## src/hdl/lcg_pkg.sv

```systemverilog
// Package for the line colour gradient block: widths, reset values, register map.
// No dependencies; imported by the interfaces and by every module.
`default_nettype none

package lcg_pkg;

    localparam int LCG_POS_WIDTH  = 12;  // default position / length width
    localparam int LCG_CH_WIDTH   = 8;   // bits per color channel
    localparam int LCG_NUM_CH     = 3;   // R, G, B
    localparam int LCG_RGB_WIDTH  = LCG_NUM_CH * LCG_CH_WIDTH;
    localparam int LCG_ALT_WIDTH  = 16;

    // APB register map: one 32-bit register per word
    localparam int LCG_APB_AW     = 3;
    localparam int LCG_APB_DW     = 32;

    localparam logic LCG_REG_BASE_COLOUR = 1'b0;  // word index of base_colour

    localparam logic [LCG_RGB_WIDTH-1:0] LCG_BASE_RESET = 24'hFF_FFFF;

endpackage

`default_nettype wire

```

## src/hdl/lcg_if.sv

```systemverilog
// Valid/ready channel interfaces for the line colour gradient block.
// Depends on lcg_pkg for field widths.
`default_nettype none

interface lcg_in_if
    import lcg_pkg::*;
    #(parameter int POS_W = LCG_POS_WIDTH) ();

    logic                            valid;
    logic                            ready;
    logic        [LCG_RGB_WIDTH-1:0] colour_a;
    logic        [LCG_RGB_WIDTH-1:0] colour_b;
    logic signed [LCG_ALT_WIDTH-1:0] altitude_a;
    logic signed [LCG_ALT_WIDTH-1:0] altitude_b;
    logic        [POS_W-1:0]         position;
    logic        [POS_W-1:0]         length;

    modport source (
        output valid, colour_a, colour_b, altitude_a, altitude_b, position, length,
        input  ready
    );

    modport sink (
        input  valid, colour_a, colour_b, altitude_a, altitude_b, position, length,
        output ready
    );

endinterface

interface lcg_out_if
    import lcg_pkg::*;
    ();

    logic                     valid;
    logic                     ready;
    logic [LCG_RGB_WIDTH-1:0] pixel_colour;

    modport source (
        output valid, pixel_colour,
        input  ready
    );

    modport sink (
        input  valid, pixel_colour,
        output ready
    );

endinterface

`default_nettype wire

```

## src/hdl/line_colour_gradient_core.sv

```systemverilog
// Line colour gradient top level: APB base-color register, entry stage, divider cell chain.
// Depends on lcg_pkg, lcg_if, lcg_prep and lcg_div_cell.
//
// Usage:
//   in_ch  (valid/ready) carries one pixel item: endpoint colors, altitudes,
//          pixel position and line length. An item is taken when valid && ready.
//   out_ch (valid/ready) returns the blended RGB888 pixel_colour, in order.
//   APB port holds base_colour at byte address 0; write only while idle.
// Datapath: one entry stage builds a*(len-pos)+b*pos per channel, then a
//   row of 8 restoring-divider cells settles one quotient bit each, MSB first,
//   all three channels side by side. Equal colors or zero length enter the
//   chain as color A over a divisor of one.
// Path: the entry stage loads an item at the accept edge, then each of the 8 cells
//   registers it in turn; out_ch.valid rises once the last cell holds it.
// Throughput: one item per cycle while out_ch keeps taking results; the cell count is set by the 8-bit channel.
// Each stage has its own valid bit and ready = !valid || downstream ready, so
//   bubbles close up and new items keep entering while a result waits at the
//   output; in_ch.ready drops only when every stage is full and out_ch stalls.
// Reset (synchronous, active low) empties all stages and sets base_colour
//   to white.
`default_nettype none

module line_colour_gradient_core
    import lcg_pkg::*;
#(
    parameter int POSITION_WIDTH = LCG_POS_WIDTH
) (
    input  wire logic                    i_clk,
    input  wire logic                    i_rst_n,
    lcg_in_if.sink                       in_ch,
    lcg_out_if.source                    out_ch,
    input  wire logic                    i_psel,
    input  wire logic                    i_penable,
    input  wire logic                    i_pwrite,
    input  wire logic [LCG_APB_AW-1:0]   i_paddr,
    input  wire logic [LCG_APB_DW-1:0]   i_pwdata,
    output logic      [LCG_APB_DW-1:0]   o_prdata,
    output logic                         o_pready
);

    localparam int NUM_W  = POSITION_WIDTH + LCG_CH_WIDTH;
    localparam int NCELLS = LCG_CH_WIDTH;

    // ---------------- configuration register ----------------
    logic [LCG_RGB_WIDTH-1:0] r_base_colour;
    logic                     cfg_wr;

    assign o_pready = 1'b1;
    assign cfg_wr   = i_psel && i_penable && i_pwrite && o_pready;

    always_ff @(posedge i_clk) begin
        if (!i_rst_n) begin
            r_base_colour <= LCG_BASE_RESET;
        end else if (cfg_wr && (i_paddr[2] == LCG_REG_BASE_COLOUR)) begin
            r_base_colour <= i_pwdata[LCG_RGB_WIDTH-1:0];
        end
    end

    always_comb begin
        unique case (i_paddr[2])
            LCG_REG_BASE_COLOUR: o_prdata = LCG_APB_DW'(r_base_colour);
            default:             o_prdata = '0;
        endcase
    end

    // ---------------- stage wiring: index 0 is the entry stage ----------------
    logic [NCELLS:0]                                      st_valid;
    logic [NCELLS:0]                                      dn_ready;
    logic [NCELLS:0][LCG_NUM_CH-1:0][NUM_W-1:0]           st_rem;
    logic [NCELLS:0][LCG_NUM_CH-1:0][LCG_CH_WIDTH-1:0]    st_quo;
    logic [NCELLS:0][POSITION_WIDTH-1:0]                  st_len;

    assign st_quo[0]        = '0;   // quotient bits start cleared
    assign dn_ready[NCELLS] = out_ch.ready;

    lcg_prep #(
        .POS_W (POSITION_WIDTH)
    ) u_prep (
        .i_clk        (i_clk),
        .i_rst_n      (i_rst_n),
        .i_valid      (in_ch.valid),
        .o_ready      (in_ch.ready),
        .i_colour_a   (in_ch.colour_a),
        .i_colour_b   (in_ch.colour_b),
        .i_altitude_a (in_ch.altitude_a),
        .i_altitude_b (in_ch.altitude_b),
        .i_position   (in_ch.position),
        .i_length     (in_ch.length),
        .i_base_colour(r_base_colour),
        .o_valid      (st_valid[0]),
        .i_ready      (dn_ready[0]),
        .o_num        (st_rem[0]),
        .o_len        (st_len[0])
    );

    for (genvar k = 0; k < NCELLS; k++) begin : g_cell
        lcg_div_cell #(
            .POS_W   (POSITION_WIDTH),
            .BIT_IDX (NCELLS - 1 - k)
        ) u_cell (
            .i_clk   (i_clk),
            .i_rst_n (i_rst_n),
            .i_valid (st_valid[k]),
            .o_ready (dn_ready[k]),
            .i_rem   (st_rem[k]),
            .i_quo   (st_quo[k]),
            .i_len   (st_len[k]),
            .o_valid (st_valid[k+1]),
            .i_ready (dn_ready[k+1]),
            .o_rem   (st_rem[k+1]),
            .o_quo   (st_quo[k+1]),
            .o_len   (st_len[k+1])
        );
    end

    // last cell doubles as the output register
    assign out_ch.valid        = st_valid[NCELLS];
    assign out_ch.pixel_colour = st_quo[NCELLS];

`ifndef NO_ASSERTIONS
    // the entry stage never hands the chain a zero divisor
    a_len_nonzero: assert property (@(posedge i_clk) disable iff (!i_rst_n)
        st_valid[0] |-> (st_len[0] != '0))
        else $error("zero divisor entered the divider chain");

    // a finished division leaves a remainder below the divisor on every channel
    a_rem_below_len: assert property (@(posedge i_clk) disable iff (!i_rst_n)
        st_valid[NCELLS] |->
            (st_rem[NCELLS][0] < NUM_W'(st_len[NCELLS])) &&
            (st_rem[NCELLS][1] < NUM_W'(st_len[NCELLS])) &&
            (st_rem[NCELLS][2] < NUM_W'(st_len[NCELLS])))
        else $error("divider remainder not below divisor");

    // an accepted item always occupies the entry stage on the next cycle
    a_accept_fills_entry: assert property (@(posedge i_clk) disable iff (!i_rst_n)
        (in_ch.valid && in_ch.ready) |=> st_valid[0])
        else $error("accepted item lost at entry stage");
`endif

endmodule

`default_nettype wire

```

## src/hdl/lcg_prep.sv

```systemverilog
// Entry stage: base-color substitution, position clamp and per-channel numerators, or a divide-by-one bypass.
// Depends on lcg_pkg.
`default_nettype none

module lcg_prep
    import lcg_pkg::*;
#(
    parameter  int POS_W = LCG_POS_WIDTH,
    localparam int NUM_W = POS_W + LCG_CH_WIDTH
) (
    input  wire logic                                   i_clk,
    input  wire logic                                   i_rst_n,
    input  wire logic                                   i_valid,
    output logic                                        o_ready,
    input  wire logic [LCG_RGB_WIDTH-1:0]               i_colour_a,
    input  wire logic [LCG_RGB_WIDTH-1:0]               i_colour_b,
    input  wire logic [LCG_ALT_WIDTH-1:0]               i_altitude_a,
    input  wire logic [LCG_ALT_WIDTH-1:0]               i_altitude_b,
    input  wire logic [POS_W-1:0]                       i_position,
    input  wire logic [POS_W-1:0]                       i_length,
    input  wire logic [LCG_RGB_WIDTH-1:0]               i_base_colour,
    output logic                                        o_valid,
    input  wire logic                                   i_ready,
    output logic [LCG_NUM_CH-1:0][NUM_W-1:0]            o_num,
    output logic [POS_W-1:0]                            o_len
);

    logic                                r_valid;
    logic [LCG_NUM_CH-1:0][NUM_W-1:0]    r_num;
    logic [POS_W-1:0]                    r_len;
    logic [LCG_NUM_CH-1:0][NUM_W-1:0]    n_num;
    logic [POS_W-1:0]                    n_len;

    logic                                    bypass;
    logic                                    zero_a;
    logic                                    zero_b;
    logic [LCG_NUM_CH-1:0][LCG_CH_WIDTH-1:0] col_a;
    logic [LCG_NUM_CH-1:0][LCG_CH_WIDTH-1:0] col_b;
    logic [LCG_NUM_CH-1:0][LCG_CH_WIDTH-1:0] raw_a;
    logic [POS_W-1:0]                        pos_sat;
    logic [POS_W-1:0]                        len_m_pos;
    logic                                    advance;

    assign advance = !r_valid || i_ready;
    assign o_ready = advance;

    always_comb begin
        raw_a   = i_colour_a;
        bypass  = (i_colour_a == i_colour_b) || (i_length == '0);
        zero_a  = (i_altitude_a == '0);
        zero_b  = (i_altitude_b == '0);
        // a grounded endpoint takes the base color only if its partner is raised
        col_a   = (zero_a && !zero_b) ? i_base_colour : i_colour_a;
        col_b   = (zero_b && !zero_a) ? i_base_colour : i_colour_b;
        pos_sat = (i_position > i_length) ? i_length : i_position;
        len_m_pos = i_length - pos_sat;
        for (int ch = 0; ch < LCG_NUM_CH; ch++) begin
            if (bypass) begin
                // divide by one passes color A straight through the chain
                n_num[ch] = NUM_W'(raw_a[ch]);
            end else begin
                n_num[ch] = NUM_W'(col_a[ch]) * NUM_W'(len_m_pos)
                          + NUM_W'(col_b[ch]) * NUM_W'(pos_sat);
            end
        end
        n_len = bypass ? POS_W'(1) : i_length;
    end

    always_ff @(posedge i_clk) begin
        if (!i_rst_n) begin
            r_valid <= 1'b0;
        end else if (advance) begin
            r_valid <= i_valid;
        end
    end

    always_ff @(posedge i_clk) begin
        if (advance && i_valid) begin
            r_num <= n_num;
            r_len <= n_len;
        end
    end

    assign o_valid = r_valid;
    assign o_num   = r_num;
    assign o_len   = r_len;

endmodule

`default_nettype wire

```

## src/hdl/lcg_div_cell.sv

```systemverilog
// One restoring-division cell: settles one quotient bit for all three channels.
// Depends on lcg_pkg.
`default_nettype none

module lcg_div_cell
    import lcg_pkg::*;
#(
    parameter  int POS_W   = LCG_POS_WIDTH,
    parameter  int BIT_IDX = 0,
    localparam int NUM_W   = POS_W + LCG_CH_WIDTH
) (
    input  wire logic                                      i_clk,
    input  wire logic                                      i_rst_n,
    input  wire logic                                      i_valid,
    output logic                                           o_ready,
    input  wire logic [LCG_NUM_CH-1:0][NUM_W-1:0]          i_rem,
    input  wire logic [LCG_NUM_CH-1:0][LCG_CH_WIDTH-1:0]   i_quo,
    input  wire logic [POS_W-1:0]                          i_len,
    output logic                                           o_valid,
    input  wire logic                                      i_ready,
    output logic [LCG_NUM_CH-1:0][NUM_W-1:0]               o_rem,
    output logic [LCG_NUM_CH-1:0][LCG_CH_WIDTH-1:0]        o_quo,
    output logic [POS_W-1:0]                               o_len
);

    logic                                    r_valid;
    logic [LCG_NUM_CH-1:0][NUM_W-1:0]        r_rem;
    logic [LCG_NUM_CH-1:0][LCG_CH_WIDTH-1:0] r_quo;
    logic [POS_W-1:0]                        r_len;
    logic [LCG_NUM_CH-1:0][NUM_W-1:0]        n_rem;
    logic [LCG_NUM_CH-1:0][LCG_CH_WIDTH-1:0] n_quo;
    logic [NUM_W-1:0]                        divisor;
    logic                                    advance;

    assign advance = !r_valid || i_ready;
    assign o_ready = advance;
    assign divisor = NUM_W'(i_len) << BIT_IDX;

    always_comb begin
        for (int ch = 0; ch < LCG_NUM_CH; ch++) begin
            if (i_rem[ch] >= divisor) begin
                n_rem[ch] = i_rem[ch] - divisor;
                n_quo[ch] = i_quo[ch] | (LCG_CH_WIDTH'(1) << BIT_IDX);
            end else begin
                n_rem[ch] = i_rem[ch];
                n_quo[ch] = i_quo[ch];
            end
        end
    end

    always_ff @(posedge i_clk) begin
        if (!i_rst_n) begin
            r_valid <= 1'b0;
        end else if (advance) begin
            r_valid <= i_valid;
        end
    end

    always_ff @(posedge i_clk) begin
        if (advance && i_valid) begin
            r_rem <= n_rem;
            r_quo <= n_quo;
            r_len <= i_len;
        end
    end

    assign o_valid = r_valid;
    assign o_rem   = r_rem;
    assign o_quo   = r_quo;
    assign o_len   = r_len;

endmodule

`default_nettype wire

```

## src/flat_wrapper.sv

```systemverilog
// flat-port wrapper written by rule: the top's interface ports become plain ports
module line_colour_gradient_core_flat import lcg_pkg::*;
#(
    parameter int POSITION_WIDTH = LCG_POS_WIDTH
)
  (i_clk, i_rst_n, i_psel, i_penable, i_pwrite, i_paddr, i_pwdata, o_prdata, o_pready, in_ch_valid, in_ch_colour_a, in_ch_colour_b, in_ch_altitude_a, in_ch_altitude_b, in_ch_position, in_ch_length, in_ch_ready, out_ch_valid, out_ch_pixel_colour, out_ch_ready);
  lcg_in_if #(.POS_W(LCG_POS_WIDTH)) in_ch_i ();
  lcg_out_if out_ch_i ();
  input  wire logic i_clk;
  input  wire logic i_rst_n;
  input  wire logic i_psel;
  input  wire logic i_penable;
  input  wire logic i_pwrite;
  input  wire logic [LCG_APB_AW-1:0] i_paddr;
  input  wire logic [LCG_APB_DW-1:0] i_pwdata;
  output logic      [LCG_APB_DW-1:0] o_prdata;
  output logic o_pready;
  input wire logic [$bits(in_ch_i.valid)-1:0] in_ch_valid;
  input wire logic [$bits(in_ch_i.colour_a)-1:0] in_ch_colour_a;
  input wire logic [$bits(in_ch_i.colour_b)-1:0] in_ch_colour_b;
  input wire logic [$bits(in_ch_i.altitude_a)-1:0] in_ch_altitude_a;
  input wire logic [$bits(in_ch_i.altitude_b)-1:0] in_ch_altitude_b;
  input wire logic [$bits(in_ch_i.position)-1:0] in_ch_position;
  input wire logic [$bits(in_ch_i.length)-1:0] in_ch_length;
  output wire logic [$bits(in_ch_i.ready)-1:0] in_ch_ready;
  output wire logic [$bits(out_ch_i.valid)-1:0] out_ch_valid;
  output wire logic [$bits(out_ch_i.pixel_colour)-1:0] out_ch_pixel_colour;
  input wire logic [$bits(out_ch_i.ready)-1:0] out_ch_ready;
  assign in_ch_i.valid = in_ch_valid;
  assign in_ch_i.colour_a = in_ch_colour_a;
  assign in_ch_i.colour_b = in_ch_colour_b;
  assign in_ch_i.altitude_a = in_ch_altitude_a;
  assign in_ch_i.altitude_b = in_ch_altitude_b;
  assign in_ch_i.position = in_ch_position;
  assign in_ch_i.length = in_ch_length;
  assign in_ch_ready = in_ch_i.ready;
  assign out_ch_valid = out_ch_i.valid;
  assign out_ch_pixel_colour = out_ch_i.pixel_colour;
  assign out_ch_i.ready = out_ch_ready;
  line_colour_gradient_core #(.POSITION_WIDTH(POSITION_WIDTH)) u_core (.i_clk(i_clk), .i_rst_n(i_rst_n), .in_ch(in_ch_i), .out_ch(out_ch_i), .i_psel(i_psel), .i_penable(i_penable), .i_pwrite(i_pwrite), .i_paddr(i_paddr), .i_pwdata(i_pwdata), .o_prdata(o_prdata), .o_pready(o_pready));
endmodule
```

## config.mk

```make
export PLATFORM = sky130hd
export DESIGN_NAME = line_colour_gradient_core_flat
export DESIGN_NICKNAME = d
export VERILOG_FILES = /design/src/hdl/lcg_pkg.sv /design/src/hdl/lcg_if.sv /design/src/hdl/line_colour_gradient_core.sv /design/src/hdl/lcg_prep.sv /design/src/hdl/lcg_div_cell.sv /design/src/flat_wrapper.sv
export SDC_FILE = /design/constraint.sdc
export NUM_CORES = 2
export LEC_CHECK = 0
export ABC_AREA = 1
export BUFFER_PORTS_ARGS = -buffer_cell sky130_fd_sc_hd__buf_2
export CORE_AREA = 4 4 330 332
export DETAILED_ROUTE_END_ITERATION = 12
export DIE_AREA = 0 0 334 336
export GPL_TIMING_DRIVEN = 0
export HOLD_SLACK_MARGIN = 0.15
export PLACE_DENSITY = 0.77
export SYNTH_ARGS = -nofsm -noshare
export SYNTH_HDL_FRONTEND = slang
export SYNTH_SLANG_ARGS = --single-unit
```

## constraint.sdc

```tcl
create_clock -name i_clk -period 14.03 [get_ports i_clk]
set_input_delay 3.5075 -clock i_clk [delete_from_list [all_inputs] [get_ports i_clk]]
set_output_delay 3.5075 -clock i_clk [all_outputs]
set_load 0.01 [all_outputs]
```

==> impl_results.md <==
- Skew-Pair Late Insertion Delay: 0.68 ns
- Synth Register Bits: 717
- Final Wtd Congestion: 1.05
- Synth unique cells: 64
- CTS tree: built
- Commonest register cell after synthesis: edfxtp_1
- I/O Buffers: 183
- Fill count: 8985
- Worst R2R Path Depth: 25
- Layout area overhead: 9.42%
- # placed instances: 8982
- Post-route minimum period: 13.02 ns
- Post-place setup slack: 0.784 ns
- Post-CTS Hold Buffers: 0
- Slowest Stage Delay on Critical Path: 1.13 ns
- Hold Violations, Final: 0
- Final slew viol count: 0
- Rel. slew slack: 4.37%
- Worst Setup SP: in_ch_length[7]
- Total Routed Length: 191 mm
- CP max stage cell: xnor2_1
- Data arrival time of the worst path: 13.44 ns
- Residual DRC: 0
- Status: finished, final reports clean
- Fmax: 0.0768 GHz
- Post-cts resize count: 0
- GRT Total Usage: 34.1%
- Router iterations before antenna repair: 6
- CTS clk-pin slew, worst paths: 0.06 ns
- YS warnings: 0
- Drt wl/cell: 20.9 µm
- Syn_area_per_cell: 8.56 µm²
- Vias in the first global route: 51600
- Count leader, synth: nand2_1
- CP Launch Type: input pin
- Setup Skew: 0.0330 ns
- DR vias: 51300
- Top cells by area, synth: edfxtp_1 33%, fa_1 15%, ha_1 10%
- CP Class: in2reg
- Die height: 336 µm
- Clock sinks: 717
- Antenna diodes: 0
- Critical Path End: u_core.u_prep.o_num[19]
- Tcrit/Tclk final: 92.8%
- Setup TNS: 0 ns
- Initial Util: 59.4%
- Htree depth: 3
- Initial antenna violation count: 2
- First-pass GRT wire length: 290 mm
- Grt ovf: 0
- Post-Syn Area: 63100 µm²
- Max-cap violations: 0
- Root Driver: clkbuf_16
- Final Net Count: 8798
- Die area: 112000 µm²
- Ys async rst share: 0%
- Synth top cells by count: 1536 x nand2_1, 1223 x inv_1, 882 x nor2_1, 684 x edfxtp_1, 513 x ha_1
- Final ANT Viol Nets: 0
- Seq/Total Area, Yosys: 33.6%
- Num CTS Buffers: 80
- Largest net degree at the start of global routing: 78
- Worst hold path type: reg2reg
- Final HPWL DP: 161 mm
- Core Region: 106000 µm²
- Non-Filler Instances: 9132
- # rows: 120
- R2r setup slk: 7.60 ns
- Unrepaired setup endpoints after global routing: no
- IO Pins: 205
- Synth top area share: 32.5%
- Initial DRC count: 3730
- CP max FO: 10
- RR Startpoint: u_core.r_base_colour[12]
- Post-synth EDFFs: 684
- # Post-CTS Setup Buffers: 0
- Worst flop-to-flop path endpoint: u_core.u_prep.o_num[39]
- Mapped Cells: 7376
- CP endpoint kind: flop
- CTS Buffer Depth: 3
- Worst slew pin tran: 1.42 ns
- Final core occ: 65.0%
- Crit path required time: 14.45 ns
- Vias per cell: 5.61
- Layout cells sized above 1: 8.18%
- Final worst slack: 1.01 ns
- # setup viols final: 0
- Die W: 334 µm
- Largest area contributor in the netlist: edfxtp_1
sequential cells by signal, summed over array words and instances, names as in the netlist:
name and cells:
u_core.g_cell.u_cell.o_valid 8, u_core.u_prep.o_valid 1, u_core.g_cell.u_cell.o_rem 420, u_core.g_cell.u_cell.o_len 84, u_core.u_prep.o_len 12, u_core.r_base_colour 24, u_core.g_cell.u_cell.o_quo 108, u_core.u_prep.o_num 60
cell type report:
class / instances / area (µm²) / share of cell area (%)
multi-input cells: 5232 / 36300 / 52.6
repair buffers: 196 / 1210 / 1.75
clock buffers: 89 / 2040 / 2.95
plain buffers: 149 / 860 / 1.24
inverters: 1285 / 4830 / 7.00
well taps: 1403 / 1760 / 2.54
clock inverters: 61 / 873 / 1.26
flip-flops and latches: 717 / 21200 / 30.7
routing by layer:
layer	wire length, µm	GRT usage [%]	vias up	part of all wire (%)
met4	20200	28.5	4	11
met3	11300	4.90	712	5.9
met5	23	0	-	0.012
met1	64600	35.2	24100	34
met2	94800	61.3	2010	50
li1	-	-	24400	-
logic make-up (layout without fill, tap and decap cells):
| family | Yosys count | count (layout) | synth area share [%] |
|---|---|---|---|
| and+or+nand+nor | 3009 | 3009 | 19.8 |
| buffers and inverters | 1434 | 1780 | 9.00 |
| adders and majority gates | 991 | 991 | 25.3 |
| AOI/OAI and AO/OA | 957 | 957 | 8.51 |
| DFF | 717 | 717 | 33.6 |
| xor gates and xnor gates | 266 | 266 | 3.74 |
| other | 2 | 9 | 0.0119 |
how the worst min path moves through the flow:
| stage | cells after the start | slack [ns] | startpoint | endpoint |
|---|---|---|---|---|
| finish | 0 | 0.41 | u_core.g_cell[3].u_cell.o_quo[4] | u_core.g_cell[4].u_cell.o_quo[4] |
| global route | 0 | 0.42 | u_core.g_cell[6].u_cell.o_quo[20] | u_core.g_cell[7].u_cell.o_quo[20] |
| CTS | 0 | 0.41 | u_core.g_cell[3].u_cell.o_quo[4] | u_core.g_cell[4].u_cell.o_quo[4] |
| detailed placement | 0 | 0.40 | u_core.g_cell[2].u_cell.o_quo[7] | u_core.g_cell[3].u_cell.o_quo[7] |
| global placement | 0 | 0.40 | u_core.g_cell[4].u_cell.o_quo[20] | u_core.g_cell[5].u_cell.o_quo[20] |
| floorplan | 0 | 0.40 | u_core.g_cell[0].u_cell.o_quo[15] | u_core.g_cell[1].u_cell.o_quo[15] |
metrics by stage:
stage	area, µm²	hold WS [ns]
floorplan	63200	0.400
CTS	69100	0.406
global route	69100	0.420
global placement	65800	0.400
detailed placement	66200	0.405
finish	69100	0.413
cell usage in the layout, fill, tap and decap left out, types with 35 or more instances in the layout:
cell type,synthesis,layout
inv_1,1223,1219
a21o_1,43,43
xnor2_1,149,149
nand2_1,1536,1536
clkbuf_1,28,37
buf_2,72,255
nand3b_1,40,40
ha_1,513,513
inv_2,59,59
o21ai_0,321,321
a21oi_1,369,368
buf_4,35,35
fa_1,478,478
nor3_1,70,70
nand3_1,298,298
edfxtp_1,684,684
nand4_1,78,78
xor2_1,113,113
clkbuf_16,0,80
nor2_1,882,878
o21ai_1,69,69
o211ai_1,39,39
critical path: cells and delay by family:
kind | cells | cell delay, ns
AO/OA/AOI/OAI | 2 | 0.54
adder cells (fa/ha/maj) | 9 | 4.27
XOR/XNOR | 1 | 1.13
buffers and inverters | 11 | 2.34
AND/OR/NAND/NOR | 14 | 1.62
Power is not shown: default switching activity piles up to over one toggle a cycle in this logic, so the estimate is an artifact.
